`src/hdl/fcull_pkg.sv`:
```
// Shared types and constants for the six-plane frustum culling block.
package fcull_pkg;

  localparam int NUM_PLANES = 6;

  // Configuration register indexes.
  localparam logic [2:0] REG_PLANE_NEAR   = 3'd0;
  localparam logic [2:0] REG_PLANE_FAR    = 3'd1;
  localparam logic [2:0] REG_PLANE_LEFT   = 3'd2;
  localparam logic [2:0] REG_PLANE_RIGHT  = 3'd3;
  localparam logic [2:0] REG_PLANE_TOP    = 3'd4;
  localparam logic [2:0] REG_PLANE_BOTTOM = 3'd5;

  // Query kinds carried in s_tuser.
  localparam logic REQ_SPHERE = 1'b0;
  localparam logic REQ_BOX    = 1'b1;

  localparam int COORD_W  = 20;  // signed Q15.4
  localparam int EXTENT_W = 19;  // unsigned, 4 fraction bits
  localparam int NORM_W   = 12;  // signed Q1.10
  localparam int OFFS_W   = 28;  // signed, 4 fraction bits
  localparam int PLANE_W  = 64;

  localparam int PROD_W  = COORD_W + NORM_W;       // a * cx
  localparam int REACHP_W = EXTENT_W + NORM_W;     // |a| * ex
  localparam int DIST_W  = 40;                     // dot + d * 2^10
  localparam int REACH_W = REACHP_W + 2;           // sum of three reach terms
  localparam int TEST_W  = DIST_W + 1;

  localparam int IN_TDATA_W  = 120;
  localparam int OUT_TDATA_W = 8;

  // Load enables of the pipeline registers and their valid bits.
  typedef struct packed {
    logic ld1;
    logic ld2;
    logic ld3;
    logic ld4;
  } stage_en_t;

  typedef struct packed {
    logic v1;
    logic v2;
    logic v3;
    logic v4;
  } stage_vld_t;

endpackage

```
`src/hdl/fcull_plane.sv`:
```
// Datapath for one plane: products, sums, and the strict sign test.
module fcull_plane (
  input  logic                                  clk,
  input  fcull_pkg::stage_en_t                  en,
  input  logic [fcull_pkg::PLANE_W-1:0]         plane,
  input  logic signed [fcull_pkg::COORD_W-1:0]  cx,
  input  logic signed [fcull_pkg::COORD_W-1:0]  cy,
  input  logic signed [fcull_pkg::COORD_W-1:0]  cz,
  input  logic [fcull_pkg::EXTENT_W-1:0]        ex,
  input  logic [fcull_pkg::EXTENT_W-1:0]        ey,
  input  logic [fcull_pkg::EXTENT_W-1:0]        ez,
  input  logic                                  s1_is_box,
  input  logic [fcull_pkg::EXTENT_W-1:0]        s1_ex,
  output logic                                  reject
);

  logic signed [fcull_pkg::NORM_W-1:0] a, b, c;
  logic signed [fcull_pkg::OFFS_W-1:0] d;
  logic [fcull_pkg::NORM_W-1:0] a_mag, b_mag, c_mag;

  logic signed [fcull_pkg::PROD_W-1:0] ax_mul, by_mul, cz_mul;
  logic [fcull_pkg::REACHP_W-1:0]      ae_mul, be_mul, ce_mul;

  // Stage 1 registers.
  logic signed [fcull_pkg::PROD_W-1:0] ax, by, cz_p;
  logic [fcull_pkg::REACHP_W-1:0]      ae, be, ce;
  logic signed [fcull_pkg::OFFS_W-1:0] d1;

  // Stage 2 registers.
  logic signed [fcull_pkg::DIST_W-1:0] distance;
  logic [fcull_pkg::REACH_W-1:0]       margin;

  logic signed [fcull_pkg::DIST_W-1:0] distance_next;
  logic [fcull_pkg::REACH_W-1:0]       margin_next;
  logic signed [fcull_pkg::TEST_W-1:0] test;

  assign a = plane[11:0];
  assign b = plane[23:12];
  assign c = plane[35:24];
  assign d = plane[63:36];

  // The magnitude of -2048 is 2048, which still fits 12 unsigned bits.
  assign a_mag = a[fcull_pkg::NORM_W-1] ? fcull_pkg::NORM_W'(-a) : fcull_pkg::NORM_W'(a);
  assign b_mag = b[fcull_pkg::NORM_W-1] ? fcull_pkg::NORM_W'(-b) : fcull_pkg::NORM_W'(b);
  assign c_mag = c[fcull_pkg::NORM_W-1] ? fcull_pkg::NORM_W'(-c) : fcull_pkg::NORM_W'(c);

  assign ax_mul = a * cx;
  assign by_mul = b * cy;
  assign cz_mul = c * cz;
  assign ae_mul = a_mag * ex;
  assign be_mul = b_mag * ey;
  assign ce_mul = c_mag * ez;

  always_ff @(posedge clk) begin
    if (en.ld1) begin
      ax   <= ax_mul;
      by   <= by_mul;
      cz_p <= cz_mul;
      ae   <= ae_mul;
      be   <= be_mul;
      ce   <= ce_mul;
      d1   <= d;
    end
  end

  // Everything carries 14 fraction bits, so d is scaled up by 2^10.
  always_comb begin
    distance_next = fcull_pkg::DIST_W'(ax) + fcull_pkg::DIST_W'(by)
                  + fcull_pkg::DIST_W'(cz_p) + fcull_pkg::DIST_W'($signed({d1, 10'b0}));
    if (s1_is_box == fcull_pkg::REQ_BOX) begin
      margin_next = fcull_pkg::REACH_W'(ae) + fcull_pkg::REACH_W'(be)
                  + fcull_pkg::REACH_W'(ce);
    end else begin
      margin_next = fcull_pkg::REACH_W'({s1_ex, 10'b0});
    end
  end

  always_ff @(posedge clk) begin
    if (en.ld2) begin
      distance <= distance_next;
      margin   <= margin_next;
    end
  end

  // Rejected when distance plus margin is strictly negative.
  assign test = fcull_pkg::TEST_W'(distance) + $signed({1'b0, margin});

  always_ff @(posedge clk) begin
    if (en.ld3) begin
      reject <= test[fcull_pkg::TEST_W-1];
    end
  end

endmodule

```
`config.mk`:
```
export PLATFORM = sky130hd
export DESIGN_NAME = fcull_plane
export DESIGN_NICKNAME = d
export VERILOG_FILES = /design/src/hdl/fcull_pkg.sv /design/src/hdl/fcull_plane.sv
export SDC_FILE = /design/constraint.sdc
export NUM_CORES = 2
export LEC_CHECK = 0
export BUFFER_PORTS_ARGS = -buffer_cell sky130_fd_sc_hd__buf_4
export CAP_MARGIN = 10
export CORE_ASPECT_RATIO = 0.7
export CORE_MARGIN = 5
export CORE_UTILIZATION = 40
export CTS_BUF_LIST = sky130_fd_sc_hd__clkbuf_4
export CTS_CLUSTER_SIZE = 20
export DETAILED_ROUTE_END_ITERATION = 7
export MAX_ROUTING_LAYER = met4
export SLEW_MARGIN = 10
export SYNTH_ARGS = -nofsm -noshare
export SYNTH_HDL_FRONTEND = slang
export SYNTH_SLANG_ARGS = --single-unit
```
`constraint.sdc`:
```
create_clock -name clk -period 12.1 [get_ports clk]
set_input_delay 3.63 -clock clk [delete_from_list [all_inputs] [get_ports clk]]
set_output_delay 3.63 -clock clk [all_outputs]
set_load 0.02 [all_outputs]
```
==> reports/summary.txt <==
sequential area share after synthesis = 0.141
Pre-Repair DR Iteration Count = 7
WHS Endpoint = reject
Synth Cell Area = 61600 sq um
layout cells sized above 1 = 0.0619
Core ar. = 153000 sq um
WP data arrival = 10.90 ns
Detailed Route Iter0 Violations = 2709
gr ovfl total = 0
Critical Path Source Type = input port
most instantiated library cell after synthesis = inv_1
Crit path largest cell delay = 0.60 ns
DIE WIDTH = 479 microns
HPWL after DPL = 130000 microns
area delta synth->final = 7.32%
RSZ-0062 raised after global routing = no
H-tree levels = 3
reg2reg end = distance[26]
Post-synth EDFFs = 290
routed len/inst = 18.1 microns
port bufs = 205
crit-path max FO = 25
vias in the first global route = 46591
Final Critical Period = 10.42 ns
drt total wl = 156000 microns
# clock sinks = 290
CP Class = input port to register
Post-Synthesis Cells = 6444
run status = complete, no violations
initial antenna violation count = 15
pre-CTS setup slack = 0.941 ns
die height = 338 microns
r2r setup slk = 7.67 ns
hold path cells = 2
Distinct cells, synth = 78
Num CTS Buffers = 74
die area = 162000 sq um
Syn. warnings = 0
Hold Startpoint = distance[38]
Via density = 5.05
Reg2Reg Depth = 13
hold_ws = 0.661 ns
# DRC = 0
final hold violations = 0
Final period util = 0.862
final setup margin = 1.68 ns
FMAX = 95.9 MHz
reg-to-reg startpoint = by[2]
cell mode on critical path = fa_1
Rows = 120
nets = 8495
post-route ant nets = 0
pins over their slew limit = 0
top post-synthesis cells by area = fa_1 41%, edfxtp_1 14%, ha_1 11%, inv_1 8.4%, nand2_1 6.0%
total negative slack = 0 ns
first-pass GRT wire length = 255000 microns
I/O pins = 207
Clock Pin Slew Worst Setup and Hold Paths = 0.06 ns
Worst-Margin Slew = 1.17 ns
area fraction of the dominant cell type after synthesis = 0.408
Slew headroom = 0.218
syn nets = 8425
Avg Cell Area, Syn = 9.56 sq um
gp weighted congestion = 0.896
Worst path top cell family by delay = adder cells
WP data required = 12.57 ns
Worst Hold Class = register to register
clk buf depth = 3
CTS tree = built
Synth area leader = fa_1
post-cts sizing count = 0
Post-CTS Hold Buffers = 0
Buf+Inv Stages, Crit Path = 5
GR Util All Layers = 0.202
Slowest-stage cell, CP = or4_1
clock root buffer = clkbuf_4
Vias = 43368
# setup viols final = 0
skew final = 0.103 ns
Filler cells = 14809
flops & latches, synth = 290
Worst Setup End Kind = register
pin count of the biggest net entering global routing = 82
Core Util, Final = 0.432
Commonest cells post-synth = 1381 x inv_1, 1257 x fa_1, 993 x nand2_1, 518 x ha_1, 462 x and2_1
Max-Cap Viols = 0
Starting Density = 0.403
post-CTS setup repair buffer count = 0
clk_lat worst skew = 0.82 ns
ys flop type = edfxtp_1
fraction of registers with async set/reset = 0
cell families (layout without fill, tap and decap cells):
| family | after synthesis | count (layout) | synth area share |
|---|---|---|---|
| multiplexers | 19 | 19 | 0.00337 |
| AND/OR/NAND/NOR | 1881 | 1881 | 0.144 |
| adder cells (fa/ha/maj) | 1775 | 1775 | 0.514 |
| other | 0 | 11 | 0 |
| flip-flops | 290 | 290 | 0.141 |
| buffers and inverters | 1629 | 1756 | 0.0992 |
| XOR/XNOR | 233 | 233 | 0.0331 |
| AO/OA/AOI/OAI | 617 | 617 | 0.0654 |
metrics by stage:
stage,instance area [sq um],instances
floorplan,61600,6444
global placement,65100,8451
detailed placement,65100,8451
CTS,66100,8584
global route,66100,8594
finish,66100,8595
placed cells by master, fill, tap and decap left out, types with 14 or more instances in the layout:
cell / synthesis / layout
nor2_1: 141 / 141
o21ai_0: 118 / 118
nand2b_1: 88 / 88
buf_4: 0 / 241
a21oi_1: 174 / 174
edfxtp_1: 290 / 290
xnor2_1: 185 / 177
and3_1: 20 / 20
mux2_2: 14 / 14
xor2_1: 48 / 48
o21bai_1: 19 / 19
clkinv_1: 0 / 21
clkbuf_4: 0 / 96
a211oi_1: 24 / 24
a21o_1: 91 / 91
nor2b_1: 24 / 24
fa_1: 1257 / 1257
ha_1: 518 / 518
nand2_1: 993 / 993
o21a_1: 34 / 34
a31oi_1: 15 / 15
inv_1: 1381 / 1381
nand3_1: 47 / 47
and2_1: 462 / 462
o31ai_1: 17 / 17
nor3_1: 35 / 35
worst reg2reg max path, stage by stage, from the launching register on:
cell and delay (ns):
edfxtp_1 0.47, fa_1 0.49, ha_1 0.29, ha_1 0.23, fa_1 0.49, a211o_1 0.32
o211ai_1 0.20, a221oi_1 0.21, o211ai_1 0.42, a21boi_1 0.19, o21ai_1 0.18, a21oi_1 0.14
o41ai_1 0.39, xnor2_1 0.16
metal layers:
metal,routed length [microns],share of wire,track usage,up-vias
met4,2530,0.016,0.0360,0
li1,-,-,-,19866
met2,69000,0.44,0.303,1180
met1,74500,0.48,0.294,22187
met3,9840,0.063,0.0315,135
met5,0,0,-,-
flip-flops by register name (all words and copies together) (netlist names):
name,cells
cz_p,32
ce,31
d1,28
distance,39
by,32
ae,31
margin,33
reject,1
be,31
ax,32
final cells by class:
| class | instances | area [sq um] | share of cell area |
|---|---|---|---|
| repair buffers | 242 | 1820 | 0.0276 |
| clock inverters | 37 | 275 | 0.00416 |
| well taps | 2013 | 2520 | 0.0381 |
| inverters | 1381 | 5180 | 0.0784 |
| clock buffers | 96 | 721 | 0.0109 |
| diodes | 11 | 27.5 | 0.000416 |
| multi-input cells | 4525 | 46900 | 0.709 |
| flip-flops and latches | 290 | 8710 | 0.132 |
worst max path at each step:
stage,from,cells past startpoint,slack (ns),to
2_1_floorplan,plane[4],25,1.71,ae[29]
4_1_cts,plane[4],25,1.73,ae[29]
3_5_place_dp,plane[4],25,0.94,ae[29]
5_1_grt,plane[4],25,1.21,ae[29]
3_3_place_gp,plane[4],25,1.04,ae[29]
6_report,plane[4],25,1.68,ae[29]
Power is left out: the tool's default activity adds up to more than one toggle a clock period on the data nets, which glitch-free logic cannot reach.
